--- src/sv/length_prefixed_varint_codec_core_assert.svh ---
// Assertion macros shared by the codec modules.
`ifndef LENGTH_PREFIXED_VARINT_CODEC_CORE_ASSERT_SVH
`define LENGTH_PREFIXED_VARINT_CODEC_CORE_ASSERT_SVH
`ifndef SYNTHESIS
// Same-cycle implication: whenever ante holds, cons holds too.
`define LPVC_ASSERT_IMP(lbl, clk, rst, ante, cons) \
   lbl: assert property (@(posedge clk) disable iff (rst) (ante) |-> (cons)) \
      else $error("lpvc assertion failed");
// Next-cycle implication: whenever ante holds, cons holds in the next cycle.
`define LPVC_ASSERT_NXT(lbl, clk, rst, ante, cons) \
   lbl: assert property (@(posedge clk) disable iff (rst) (ante) |=> (cons)) \
      else $error("lpvc assertion failed");
`else
`define LPVC_ASSERT_IMP(lbl, clk, rst, ante, cons)
`define LPVC_ASSERT_NXT(lbl, clk, rst, ante, cons)
`endif
`endif

--- src/sv/lpvc_pkg.sv ---
// Types and constants of the length-prefixed varint codec.
package lpvc_pkg;

   localparam logic OP_ENCODE = 1'b0;
   localparam logic OP_DECODE = 1'b1;

   localparam logic KIND_BYTE  = 1'b0;
   localparam logic KIND_VALUE = 1'b1;

   // Largest value that fits each encoded length.
   localparam logic [31:0] ENC_LIMIT_1 = 32'h0000_007f;
   localparam logic [31:0] ENC_LIMIT_2 = 32'h0000_1fff;
   localparam logic [31:0] ENC_LIMIT_3 = 32'h001f_ffff;
   localparam logic [31:0] ENC_LIMIT_4 = 32'h1fff_ffff;

   // Prefix codes in bits 7..5 of the first byte.
   localparam logic [2:0] PREFIX_2 = 3'd4;
   localparam logic [2:0] PREFIX_3 = 3'd5;
   localparam logic [2:0] PREFIX_4 = 3'd6;
   localparam logic [2:0] PREFIX_5 = 3'd7;
   localparam logic [2:0] PREFIX_BIAS = 3'd3;

   localparam int JOB_DATA_W = 40;

   // Job queue between front and back; depth is a power of two so the
   // pointers wrap on their own.
   localparam int QUEUE_DEPTH = 4;
   localparam int QUEUE_PTR_W = 2;
   localparam int QUEUE_CNT_W = 3;

   // One unit of work for the back end. Encoded bytes are left aligned in
   // data, first byte on top; a decoded value sits in the low 32 bits.
   typedef struct packed {
      logic                  kind;
      logic [2:0]            count;
      logic [JOB_DATA_W-1:0] data;
   } job_type;

endpackage

--- src/sv/length_prefixed_varint_codec_core.sv ---
// Length-prefixed varint codec for 32-bit unsigned numbers.
//
// Input channel (req_*): push an item while req_full is low. An encode item
// (operation 0) takes req_value_in and yields one to five byte results; a
// decode item (operation 1) takes req_byte_in and yields a decoded number
// when the byte completes one, and otherwise nothing.
// Result channel (rsp_*): a result waits on the ports while rsp_empty is low
// and leaves on rsp_pop. rsp_last marks the final byte of an encoding and
// every decoded number.
// Flow: an accepted item passes the job queue and then the output register
// before its result can leave. The front end takes one item per cycle while
// req_full is low; the back end delivers one result per cycle while the
// receiver pops, and the four-job queue between them absorbs the difference.
// When the receiver stalls, the output register holds its item, the queue
// fills, and req_full rises once it is full.
// Reset clears the decoder (no number in progress), the queue and the valid
// flag of the output register.
module length_prefixed_varint_codec_core
   import lpvc_pkg::*;
(
   input  logic          clock,
   input  logic          reset,
   input  logic          req_push,
   output logic          req_full,
   input  logic          req_operation,
   input  logic [31:0]   req_value_in,
   input  logic [7:0]    req_byte_in,
   output logic          rsp_empty,
   input  logic          rsp_pop,
   output logic          rsp_result_kind,
   output logic [7:0]    rsp_byte_out,
   output logic [31:0]   rsp_value_out,
   output logic          rsp_last
);

   logic    queue_full;
   logic    queue_empty;
   logic    job_push;
   logic    queue_pop;
   job_type job;
   job_type head_job;

   lpvc_front u_front (
      .clock         (clock),
      .reset         (reset),
      .req_push      (req_push),
      .req_full      (req_full),
      .req_operation (req_operation),
      .req_value_in  (req_value_in),
      .req_byte_in   (req_byte_in),
      .queue_full    (queue_full),
      .job_push      (job_push),
      .job           (job)
   );

   lpvc_fifo u_fifo (
      .clock    (clock),
      .reset    (reset),
      .push     (job_push),
      .push_job (job),
      .pop      (queue_pop),
      .head_job (head_job),
      .full     (queue_full),
      .empty    (queue_empty)
   );

   lpvc_back u_back (
      .clock           (clock),
      .reset           (reset),
      .queue_empty     (queue_empty),
      .head_job        (head_job),
      .queue_pop       (queue_pop),
      .rsp_empty       (rsp_empty),
      .rsp_pop         (rsp_pop),
      .rsp_result_kind (rsp_result_kind),
      .rsp_byte_out    (rsp_byte_out),
      .rsp_value_out   (rsp_value_out),
      .rsp_last        (rsp_last)
   );

endmodule

--- src/sv/lpvc_front.sv ---
// Front end: accepts items, runs the decoder state and builds jobs.
module lpvc_front
   import lpvc_pkg::*;
(
   input  logic          clock,
   input  logic          reset,
   input  logic          req_push,
   output logic          req_full,
   input  logic          req_operation,
   input  logic [31:0]   req_value_in,
   input  logic [7:0]    req_byte_in,
   input  logic          queue_full,
   output logic          job_push,
   output job_type       job
);

   logic [31:0] partial_ff;
   logic [31:0] partial_in;
   logic [2:0]  remain_ff;
   logic [2:0]  remain_in;
   logic        accept;
   logic [31:0] shifted;

   assign req_full = queue_full;
   assign accept   = req_push && !queue_full;
   assign shifted  = {partial_ff[23:0], req_byte_in};

   always_comb begin
      partial_in = partial_ff;
      remain_in  = remain_ff;
      job_push   = 1'b0;
      job        = '0;
      if (accept) begin
         if (req_operation == OP_ENCODE) begin
            job_push = 1'b1;
            job.kind = KIND_BYTE;
            if (req_value_in > ENC_LIMIT_4) begin
               job.count = 3'd5;
               job.data  = {PREFIX_5, 5'd0, req_value_in};
            end else if (req_value_in > ENC_LIMIT_3) begin
               job.count = 3'd4;
               job.data  = {PREFIX_4, req_value_in[28:0], 8'd0};
            end else if (req_value_in > ENC_LIMIT_2) begin
               job.count = 3'd3;
               job.data  = {PREFIX_3, req_value_in[20:0], 16'd0};
            end else if (req_value_in > ENC_LIMIT_1) begin
               job.count = 3'd2;
               job.data  = {PREFIX_2, req_value_in[12:0], 24'd0};
            end else begin
               job.count = 3'd1;
               job.data  = {req_value_in[7:0], 32'd0};
            end
         end else begin
            if (remain_ff == 3'd0) begin
               if (req_byte_in[7]) begin
                  partial_in = {27'd0, req_byte_in[4:0]};
                  remain_in  = req_byte_in[7:5] - PREFIX_BIAS;
               end else begin
                  job_push  = 1'b1;
                  job.kind  = KIND_VALUE;
                  job.count = 3'd1;
                  job.data  = JOB_DATA_W'(req_byte_in);
               end
            end else begin
               remain_in = remain_ff - 3'd1;
               if (remain_ff == 3'd1) begin
                  job_push   = 1'b1;
                  job.kind   = KIND_VALUE;
                  job.count  = 3'd1;
                  job.data   = JOB_DATA_W'(shifted);
                  partial_in = '0;
               end else begin
                  partial_in = shifted;
               end
            end
         end
      end
   end

   always_ff @(posedge clock) begin
      if (reset) begin
         partial_ff <= '0;
         remain_ff  <= '0;
      end else begin
         partial_ff <= partial_in;
         remain_ff  <= remain_in;
      end
   end

endmodule

--- src/sv/lpvc_fifo.sv ---
// Short job queue that decouples the front end from the back end.
`include "length_prefixed_varint_codec_core_assert.svh"
module lpvc_fifo
   import lpvc_pkg::*;
(
   input  logic    clock,
   input  logic    reset,
   input  logic    push,
   input  job_type push_job,
   input  logic    pop,
   output job_type head_job,
   output logic    full,
   output logic    empty
);

   job_type                queue_ff [QUEUE_DEPTH];
   logic [QUEUE_PTR_W-1:0] wr_ptr_ff;
   logic [QUEUE_PTR_W-1:0] wr_ptr_in;
   logic [QUEUE_PTR_W-1:0] rd_ptr_ff;
   logic [QUEUE_PTR_W-1:0] rd_ptr_in;
   logic [QUEUE_CNT_W-1:0] count_ff;
   logic [QUEUE_CNT_W-1:0] count_in;

   assign full     = (count_ff == QUEUE_CNT_W'(QUEUE_DEPTH));
   assign empty    = (count_ff == '0);
   assign head_job = queue_ff[rd_ptr_ff];

   always_comb begin
      wr_ptr_in = push ? wr_ptr_ff + 1'b1 : wr_ptr_ff;
      rd_ptr_in = pop  ? rd_ptr_ff + 1'b1 : rd_ptr_ff;
      count_in  = count_ff;
      if (push && !pop) begin
         count_in = count_ff + 1'b1;
      end else if (pop && !push) begin
         count_in = count_ff - 1'b1;
      end
   end

   always_ff @(posedge clock) begin
      if (push) begin
         queue_ff[wr_ptr_ff] <= push_job;
      end
   end

   always_ff @(posedge clock) begin
      if (reset) begin
         wr_ptr_ff <= '0;
         rd_ptr_ff <= '0;
         count_ff  <= '0;
      end else begin
         wr_ptr_ff <= wr_ptr_in;
         rd_ptr_ff <= rd_ptr_in;
         count_ff  <= count_in;
      end
   end

   `LPVC_ASSERT_IMP(a_no_push_when_full, clock, reset, push, !full)
   `LPVC_ASSERT_IMP(a_no_pop_when_empty, clock, reset, pop, !empty)
   `LPVC_ASSERT_IMP(a_count_bounded, clock, reset, 1'b1,
                    count_ff <= QUEUE_CNT_W'(QUEUE_DEPTH))

endmodule

--- src/sv/lpvc_back.sv ---
// Back end: serializes jobs into result items through an output register.
`include "length_prefixed_varint_codec_core_assert.svh"
module lpvc_back
   import lpvc_pkg::*;
(
   input  logic          clock,
   input  logic          reset,
   input  logic          queue_empty,
   input  job_type       head_job,
   output logic          queue_pop,
   output logic          rsp_empty,
   input  logic          rsp_pop,
   output logic          rsp_result_kind,
   output logic [7:0]    rsp_byte_out,
   output logic [31:0]   rsp_value_out,
   output logic          rsp_last
);

   logic        out_valid_ff;
   logic        out_valid_in;
   logic        kind_ff;
   logic [7:0]  byte_ff;
   logic [31:0] value_ff;
   logic        last_ff;
   logic [2:0]  idx_ff;
   logic [2:0]  idx_in;
   logic        advance;
   logic        job_done;
   logic [7:0]  sel_byte;

   assign advance  = !queue_empty && (!out_valid_ff || rsp_pop);
   assign job_done = (idx_ff == head_job.count - 3'd1);
   assign sel_byte = head_job.data[(JOB_DATA_W - 1) - 8 * idx_ff -: 8];
   assign queue_pop = advance && job_done;

   always_comb begin
      out_valid_in = out_valid_ff;
      idx_in       = idx_ff;
      if (advance) begin
         out_valid_in = 1'b1;
         idx_in       = job_done ? 3'd0 : idx_ff + 3'd1;
      end else if (rsp_pop) begin
         out_valid_in = 1'b0;
      end
   end

   always_ff @(posedge clock) begin
      if (reset) begin
         out_valid_ff <= 1'b0;
         idx_ff       <= '0;
      end else begin
         out_valid_ff <= out_valid_in;
         idx_ff       <= idx_in;
      end
   end

   always_ff @(posedge clock) begin
      if (advance) begin
         kind_ff <= head_job.kind;
         if (head_job.kind == KIND_VALUE) begin
            byte_ff  <= '0;
            value_ff <= head_job.data[31:0];
            last_ff  <= 1'b1;
         end else begin
            byte_ff  <= sel_byte;
            value_ff <= '0;
            last_ff  <= job_done;
         end
      end
   end

   assign rsp_empty       = !out_valid_ff;
   assign rsp_result_kind = kind_ff;
   assign rsp_byte_out    = byte_ff;
   assign rsp_value_out   = value_ff;
   assign rsp_last        = last_ff;

   // The byte index never runs past the length of the job at the head.
   `LPVC_ASSERT_IMP(a_idx_in_job, clock, reset, !queue_empty,
                    idx_ff < head_job.count)

endmodule
--- config.mk ---
export PLATFORM = sky130hd
export DESIGN_NAME = length_prefixed_varint_codec_core
export DESIGN_NICKNAME = d
export VERILOG_FILES = /design/src/sv/lpvc_pkg.sv /design/src/sv/length_prefixed_varint_codec_core.sv /design/src/sv/lpvc_front.sv /design/src/sv/lpvc_fifo.sv /design/src/sv/lpvc_back.sv
export VERILOG_INCLUDE_DIRS = /design/src /design/src/sv
export SDC_FILE = /design/constraint.sdc
export NUM_CORES = 1
export LEC_CHECK = 0
export ABC_AREA = 1
export BUFFER_PORTS_ARGS = -buffer_cell sky130_fd_sc_hd__buf_2
export CORE_MARGIN = 2
export CORE_UTILIZATION = 25
export DETAILED_ROUTE_END_ITERATION = 12
export GPL_TIMING_DRIVEN = 0
export PLACE_DENSITY_LB_ADDON = 0.15
export SKIP_CTS_REPAIR_TIMING = 1
export SYNTH_ARGS = -nofsm -noshare
export SYNTH_HDL_FRONTEND = slang
export SYNTH_SLANG_ARGS = --single-unit
--- constraint.sdc ---
create_clock -name clock -period 3.5 [get_ports clock]
set_input_delay 0 -clock clock [delete_from_list [all_inputs] [get_ports clock]]
set_output_delay 0 -clock clock [all_outputs]
set_load 0.05 [all_outputs]
Word level (Yosys, flattened, before mapping)

Memory sizes are Yosys's and may differ from the RTL's. A register that Yosys moved wholly into a read port is not among the register bits.
Index checks and enable logic that the tools add are counted.

Register bits: 80
Memory bits (writable): 176
Input bits: 45
Output and inout port bits: 44
Word-level logic and storage cells: 74
Memories: 1

Memory list:

| name            | words | bits a word | rd ports | clocked after memory_dff | write ports | RTL line        | RTL |
|---|---|---|---|---|---|---|---|
| u_fifo.queue_ff | 4     | 44          | 1        | 1                        | 1           | lpvc_fifo.sv:16 | `job_type queue_ff [QUEUE_DEPTH];` |

Add/subtract/negate cells: 9
Order comparisons: 4
Equality and inequality tests: 4
Shift operators: 1
Mux-type cells: 28
Reductions and logical operators: 16

Operators by type and width:

| kind                                                             | count |
|---|---|
| 2-to-1 mux 44 bit                                                | 5 |
| 2-to-1 mux 43 bit                                                | 3 |
| 2-to-1 mux 24 bit                                                | 3 |
| indexed part select 47 x 33 -> 8 bit                             | 1 |
| 2-to-1 mux 42 bit                                                | 1 |
| greater-than comparator 32 x 13 -> 1 bit (second input constant) | 1 |
| greater-than comparator 32 x 21 -> 1 bit (second input constant) | 1 |
| greater-than comparator 32 x 29 -> 1 bit (second input constant) | 1 |
| greater-than comparator 32 x 7 -> 1 bit (second input constant)  | 1 |
| 2-to-1 mux 3 bit                                                 | 5 |
| 2-to-1 mux 1 bit                                                 | 9 |
| subtractor 3 x 1 -> 3 bit (second input constant)                | 3 |
| subtractor 6 x 6 -> 7 bit (first input constant)                 | 1 |
| adder 3 x 1 -> 3 bit (second input constant)                     | 2 |
| zero test 3 bit                                                  | 2 |
| logical AND 1 bit                                                | 5 |
| zero test 1 bit                                                  | 5 |
| adder 2 x 1 -> 2 bit (second input constant)                     | 2 |
| 2-to-1 mux 2 bit                                                 | 2 |
| nonzero test 2 bit                                               | 2 |
| == test 3 x 1 -> 1 bit (second input constant)                   | 1 |
| == test 3 bit                                                    | 1 |
| == test 3 bit (second input constant)                            | 1 |
| AND reduction 3 bit                                              | 1 |
| 3 further kinds                                                  | 3 |

Depth between registers and ports, before layout

Gate-level depths: netlist of run 1.

Word-level depth: 9
Depth in mapped cells: 22
Mapped depth without buffers: 20

Hierarchy

From an unflattened synthesis of run 1, not the netlist that was laid out.

Cells, all modules: 1204
Area total of the unflattened synthesis: 11836.4 um^2

By module, submodules not included:

| module     | times used | cells each | area each (um^2) | sequential area each (um^2) |
|---|---|---|---|---|
| lpvc_fifo  | 1          | 483        | 7053.0           | 5465.2 |
| lpvc_front | 1          | 434        | 2416.1           | 540.5 |
| lpvc_back  | 1          | 287        | 2367.3           | 1341.3 |

Worst setup path after synthesis of run 1

OpenSTA, ideal clock, no wires.

Path type: reg-to-reg
Start point: register u_back.out_valid_ff
End point: register u_fifo.count_ff[1]
Library setup time: 0.120 ns
Data arrival time: 3.403 ns
Data required time: 3.380 ns
Path slack: -0.024 ns
Stages on the path, launching flop included: 10
Buffers on the path: 0
Clock period less this slack: 3.524 ns
Path through: dfxtp_1 inv_1 nor2_1 a31oi_2 nand2_1 ha_1 inv_1 fa_1 o21ai_0 a21oi_1

Cells in the longest elaborated chain, start to end: 7
Elaborated cells on any way between the ends: 9
Classes of those cells: 1 x mux; 8 x reduce/logical

RTL lines:

| item                     | RTL line                                | RTL |
|---|---|---|
| start: declaration       | lpvc_back.sv:19                         | `logic out_valid_ff;` |
| start signal: assignment | lpvc_back.sv:52                         | `out_valid_ff <= out_valid_in;` |
| zero test 1 bit          | -                                       |  |
| net rsp_empty            | length_prefixed_varint_codec_core.sv:28 | `output logic rsp_empty,` |
| logical OR 1 bit         | lpvc_back.sv:31                         | `assign advance = !queue_empty && (!out_valid_ff \|\| rsp_pop);` |
| logical AND 1 bit        | lpvc_back.sv:31                         |  |
| net u_back.advance       | lpvc_back.sv:27                         | `logic advance;` |
| logical AND 1 bit        | lpvc_back.sv:34                         | `assign queue_pop = advance && job_done;` |
| zero test 1 bit          | lpvc_fifo.sv:32                         | `if (push && !pop) begin` |
| logical AND 1 bit        | lpvc_fifo.sv:32                         |  |
| 2-to-1 mux 3 bit         | lpvc_fifo.sv:32                         |  |
| net u_fifo.count_in[1]   | lpvc_fifo.sv:22                         | `logic [QUEUE_CNT_W-1:0] count_in;` |
| end signal: assignment   | lpvc_fifo.sv:53                         | `count_ff <= count_in;` |
| end: declaration         | lpvc_fifo.sv:21                         | `logic [QUEUE_CNT_W-1:0] count_ff;` |

The timed path passes the listed nets, and every way through them passes these cells.
A chain may end at the register's enable or synchronous reset.

==> results by group, run 1 <==
Final layout
  – Area growth from synthesis to layout: 21.5%
  – FILL cells: 4751
  – Layout cells sized above 1: 15.6%
  – Diode count: 0
  – Commonest non-fill, non-tap cell in the layout: nand2_1
  – Final cell count without fillers: 1892
  – Final nets: 1326
  – Commonest cells after routing, fill and taps aside: nand2_1, edfxtp_1, nor2_1, o21ai_0, buf_2

Synthesis
  – Post-synthesis sequential area ratio: 63.8%
  – Mean Syn Cell Area: 10.2 um2
  – Ys Warns: 0
  – #FFs+latches synth: 258
  – Syn Nets: 1190
  – Syn Inst Count: 1132
  – Distinct cells, synth: 41
  – Syn Std Cell Area: 0.0115 mm2

Setup path
  – CP Launch Type: register
  – Crit-path max FO: 10
  – Critical path type: reg2reg
  – Critical Path RT: 3.95 ns
  – Worst EP arrival: 3.62 ns
  – Crit. End Element: register
  – R2R setup slack: 0.33 ns

STA
  – Worst clock skew: 0.0288 ns
  – Fin crit period: 3.17 ns
  – Slew HR: 34.9%
  – Worst Tran Pin Value: 0.974 ns
  – Final Cycle Share: 90.5%
  – Slew Limit Fails: 0
  – FMAX: 0.316 GHz
  – Hold_ws: -0.0397 ns
  – Total Negative Setup Slacks: 0 ns
  – RSZ-0062 raised after global routing: false
  – Final Setup Violations: 0
  – Final Hold Fails: 8

Place
  – DP Cell Count: 1824
  – Final Wtd Congestion: 0.868
  – Port buffer count: 86
  – Final HPWL DP: 27000 um

Die
  – Starting Density: 25.4%
  – Row cnt: 78
  – Core Footprint: 0.0454 mm2
  – Die height: 219 um
  – Die width: 219 um
  – Die Area: 0.0478 mm2
  – I/O pins: 89

Route
  – Via density: 4.58
  – Total iterations of the first detailed-routing run: 5
  – Antenna viol nets, final: 0
  – DR DRC count: 0
  – Starting DRC count in detailed routing: 599
  – Via count: 8664
  – Routed len/inst: 19.5 um
  – Final WL: 36900 um

Clock network
  – CTS tree: built
  – Root Buffer: clkbuf_16
  – CTS Buf Count: 30
  – Htree depth: 1
  – Clock Path Buffers: 3
  – CTS sink cnt: 258
  – CTS clk-pin slew, worst paths: 0.06 ns
  – Skew-Pair Late Insertion Delay: 0.58 ns

Power and ir drop
  – Pwr/cell area: 823 mW/mm2
  – Max IR drop VDD: 0.000545 V
  – Lkg Pwr: 0.00520 uW
  – Power Total: 11500 uW

Worst hold path
  – Hold wc startpoint: req_value_in[27]
  – Hold Path Class: in2reg

Global routing
  – GRT Util Overall: 15.4%
  – Initial antenna violation count: 3
  – Largest net degree at the start of global routing: 26
  – First-pass GRT wire length: 54200 um
  – Grt ovf: 0
  – Vias in the first global route: 8298

Status
  – Status: complete, but fails checks
  – Violated checks: hold timing

Flow run
  – Maxcap violations: 0
-- power breakdown --
part	internal (uW)	switching [uW]
clock	1800	1290
sequential	4050	153
combinational	1040	3180
-- cell usage after synthesis, drive strengths merged --
library cell,number,share of area [%]
nand2,249,8.2
edfxtp,218,57
nor2,168,5.7
o21ai,136,5.9
inv,73,2.4
a21oi,72,3.2
dfxtp,40,7.0
nand3,40,1.8
buf,33,1.7
o22a,24,1.8
clkbuf,21,0.68
ha,12,1.3
a22oi,10,0.65
o22ai,8,0.43
a22o,6,0.46
xor2,5,0.38
nor3,3,0.33
a211oi,2,0.13
a31oi,2,0.16
a32o,2,0.17
a32oi,1,0.14
fa,1,0.17
nand4,1,0.054
nor4,1,0.054
o211ai,1,0.065
o31ai,1,0.065
or2,1,0.054
xnor2,1,0.076
-- worst paths after layout --
path | endpoint | cells after the start
worst max register to register | u_fifo.count_ff[1] | 13
worst min-delay path | u_fifo.queue_ff[1][35] | 3
worst max-delay path | u_fifo.count_ff[1] | 13
worst min register to register | u_front.partial_ff[19] | 2
-- per-layer routing --
layer / share of wire (%) / vias to the layer above / global-route usage, %
met4: 2.0 / 2 / 3.24
met2: 44 / 238 / 23.7
met5: 0.049 / - / 0
met1: 48 / 4181 / 22.3
met3: 5.5 / 50 / 3.09
li1: - / 4193 / -
-- metrics by stage --
| stage | utilization (%) | setup slack [ns] | cell area [um2] | hold slack, ns |
|---|---|---|---|---|
| after floorplan | - | 0.00799 | 11500 | 0.143 |
| after global placement | 28.0 | -2.28 | 12700 | 0.295 |
| after detailed placement | 28.3 | -0.0741 | 12900 | 0.297 |
| after CTS | 30.5 | -0.102 | 13800 | -0.303 |
| after global routing | 30.8 | 0.0757 | 14000 | 0.00581 |
| final | 30.8 | 0.332 | 14000 | -0.0397 |
-- registers in the layout, indices dropped and copies added, names as in the netlist, named ones only --
signal                  count
u_back.rsp_value_out       32
u_back.out_valid_ff         1
u_back.rsp_last             1
u_fifo.count_ff             3
u_fifo.wr_ptr_ff            2
u_front.remain_ff           3
u_back.idx_ff               3
u_fifo.rd_ptr_ff            2
u_fifo.queue_ff           176
u_front.partial_ff         24
u_back.rsp_byte_out         8
u_back.rsp_result_kind      1
-- final cells by class --
cell class	instances	area, um2	share of cell area (%)
buffer	52	265	1.90
clock buffer	34	766	5.48
clock inverter	22	218	1.56
inverter	73	279	2.00
multi-input combinational	747	3650	26.1
sequential	258	7350	52.6
tap	600	751	5.37
timing repair buffer	106	698	4.99
-- kinds of logic (layout without fill, tap and decap cells) --
group,Yosys count,after routing,share of synthesized area [%]
buf+inv,127,287,4.78
simple gates,463,463,16.2
xor+xnor,6,6,0.457
flops,258,258,63.8
compound gates,265,265,13.2
fa+ha+maj,13,13,1.48
-- critical path, stage by stage (launching register included) --
cell     delay [ns]
dfxtp_2        0.48
inv_4          0.14
buf_2          0.22
a32o_1         0.32
ha_1           0.30
xor2_1         0.15
nand3_1        0.17
nor2_4         0.20
nand2_1        0.13
ha_1           0.22
inv_1          0.10
fa_1           0.41
o21ai_0        0.16
a21oi_1        0.05
(Power assumes the default switching activity.)
==> run 2, diff against run 1 <==
clock period = 3.34 ns   (was 3.5 ns; I/O delays follow)
==> run 2 against run 1 <==
Compared with the run above: critical path depth increased by 2; non-clock buffer count unchanged; critical path type unchanged; largest cell class unchanged; sequential share of layout area is essentially flat; design area rose by 0.13%; largest power group unchanged; global-route usage unchanged; the run still ends with hold timing left; die area is the same.
==> results by group, run 2 (synthesis gave the netlist of run 1 again) <==
Die
  – Die height: 219 um (unchanged)
  – Starting Density: 25.4% (unchanged)
  – I/O pins: 89 (unchanged)
  – Core Footprint: 0.0454 mm2 (unchanged)
  – Die Area: 0.0478 mm2 (unchanged)
  – Die width: 219 um (unchanged)
  – Row cnt: 78 (unchanged)

Place
  – Placement Setup Slack: -0.234 ns (-0.160 ns)
  – Final Wtd Congestion: 0.868 (unchanged)
  – Final HPWL DP: 27000 um (unchanged)
  – Port buffer count: 86 (unchanged)
  – DP Cell Count: 1824 (unchanged)

Status
  – Status: complete, but fails checks
  – Violated checks: hold timing

Final layout
  – Max FFs per register: 176 (unchanged)
  – Final nets: 1326 (unchanged)
  – Commonest non-fill, non-tap cell in the layout: nand2_1
  – Final cell count without fillers: 1892 (unchanged)
  – Commonest cells after routing, fill and taps aside: nand2_1, edfxtp_1, nor2_1, o21ai_0, buf_2
  – Layout cells sized above 1: 15.6% (unchanged)
  – Diode count: 0 (unchanged)
  – Top reg by flops: u_fifo.queue_ff
  – Area growth from synthesis to layout: 21.6%
  – Post-layout util: 30.8% (+0.039 points)

Route
  – Total iterations of the first detailed-routing run: 5 (unchanged)
  – Antenna viol nets, final: 0 (unchanged)
  – DR DRC count: 0 (unchanged)
  – Routed len/inst: 19.5 um (about the same)
  – Via count: 8676 (+0.14%)
  – Via density: 4.59 (+0.14%)
  – Starting DRC count in detailed routing: 598 (-0.17%)
  – Final WL: 36900 um (about the same)

Power and ir drop
  – Sw Share: 40.1% (about the same)
  – Part of the power in the clock network: 26.8% (about the same)
  – Logic pwr share: 36.8% (about the same)
  – Lkg Pwr: 0.00521 uW (+0.14%)
  – Net Switching: 4850 uW (+4.9%)
  – Pwr/cell area: 863 mW/mm2 (+4.8%)
  – Sequential power share: 36.4% (about the same)
  – Power Internal: 7230 uW (+5.0%)
  – Max IR drop VDD: 0.000571 V (+4.8%)

Setup path
  – Critical Path RT: 3.79 ns (-0.16 ns)
  – Worst EP arrival: 3.52 ns (-0.10 ns)
  – R2R setup slack: 0.27 ns (-0.07 ns)
  – Critical path type: reg2reg
  – Crit. End Element: register
  – R2R Path End: u_fifo.count_ff[1]
  – Reg2Reg Depth: 15 (+2)
  – Crit-path max FO: 19 (+9)
  – CP Launch Type: register

Clock network
  – Skew-Pair Late Insertion Delay: 0.58 ns (about the same)
  – Clock Path Buffers: 3 (unchanged)
  – CTS sink cnt: 258 (unchanged)
  – CTS clk-pin slew, worst paths: 0.06 ns (about the same)
  – Root Buffer: clkbuf_16
  – CTS tree: built
  – CTS Buf Count: 30 (unchanged)
  – Htree depth: 1 (unchanged)

STA
  – Slew Limit Fails: 0 (unchanged)
  – Worst clock skew: 0.0286 ns (-0.000171 ns)
  – Worst Tran Pin Value: 0.982 ns (+0.00776 ns)
  – RSZ-0062 raised after global routing: false
  – Final Setup Violations: 0 (unchanged)
  – Total Negative Setup Slacks: 0 ns (unchanged)
  – Setup slack after layout: 0.266 ns (-0.0660 ns)
  – Slew HR: 34.4% (-0.52 points)
  – Fin crit period: 3.07 ns (-0.0940 ns)
  – Final Hold Fails: 8 (unchanged)
  – FMAX: 0.325 GHz (+3.1%)
  – Final Cycle Share: 92.0% (+1.5 points)
  – Hold_ws: -0.0395 ns (+0.000227 ns)

Global routing
  – M3 GR Usage: 3.09% (unchanged)
  – First-pass GRT wire length: 54200 um (unchanged)
  – Grt peak-use layer: met2
  – Initial antenna violation count: 3 (unchanged)
  – Met2 Use GR: 23.7% (unchanged)
  – GRT Util Overall: 15.4% (unchanged)
  – Vias in the first global route: 8298 (unchanged)
  – Grt ovf: 0 (unchanged)
  – Grt met1 use: 22.3% (unchanged)
  – Largest net degree at the start of global routing: 26 (unchanged)

Worst hold path
  – Hold wc startpoint: req_value_in[27]
  – WHS Endpoint: u_fifo.queue_ff[1][35]
  – Hold Path Class: in2reg
  – Hold path depth: 3 (unchanged)

Flow run
  – Maxcap violations: 0 (unchanged)
[run 2: how the worst max path moves through the flow]
stage	to	from	slack, ns	cells past startpoint
after floorplan	u_fifo.queue_ff[0][0]	u_front.remain_ff[0]	-0.15	7
after global placement	u_fifo.queue_ff[3][26]	u_front.remain_ff[0]	-2.44	7
after detailed placement	u_fifo.count_ff[1]	register	-0.23	14
after CTS	u_fifo.count_ff[1]	register	-0.26	14
after global routing	u_fifo.count_ff[2]	register	0.0002	19
final	u_fifo.count_ff[1]	register	0.27	15
[run 2: metal layers]
layer / routed length [um] / up-vias / share of wire, %
met3: 2040 / 50 / 5.5
met1: 17800 / 4183 / 48
met2: 16300 / 247 / 44
met4: 744 / 2 / 2.0
li1: - / 4194 / -
met5: 18 / - / 0.049
[run 2: layout make-up]
type	instances	area (um2)
sequential	258	7350
multi-input combinational	747	3650
tap	600	751
inverter	73	279
fill	4750	31400
buffer	52	280
clock inverter	22	218
clock buffer	34	766
timing repair buffer	106	698
[run 2: worst max-delay path, stage by stage, from the launching register on]
cell and delay [ns]:
dfxtp_1 0.30, buf_4 0.17, inv_4 0.11, buf_12 0.17, nand2_1 0.06, a32o_1 0.26, ha_1 0.30, xor2_1 0.15
nand3_1 0.16, nor2_4 0.20, nand2_1 0.13, ha_1 0.22, inv_1 0.10, fa_1 0.41, o21ai_0 0.16, a21oi_1 0.05
[run 2: stage by stage]
step | power, uW | cell area [um2]
after global routing | 12700 | 14000
after global placement | 8850 | 12700
after CTS | 12200 | 13800
final | 12100 | 14000
after detailed placement | 8960 | 12900
after floorplan | 7380 | 11500
[run 2: power groups by stage]
stage / clock (uW) / sequential [uW] / combinational, uW
2_1_floorplan: 0 / 5410 / 1970
3_3_place_gp: 0 / 4530 / 4320
3_5_place_dp: 0 / 4480 / 4480
4_1_cts: 3310 / 4420 / 4490
5_1_grt: 3430 / 4450 / 4850
6_report: 3240 / 4400 / 4440
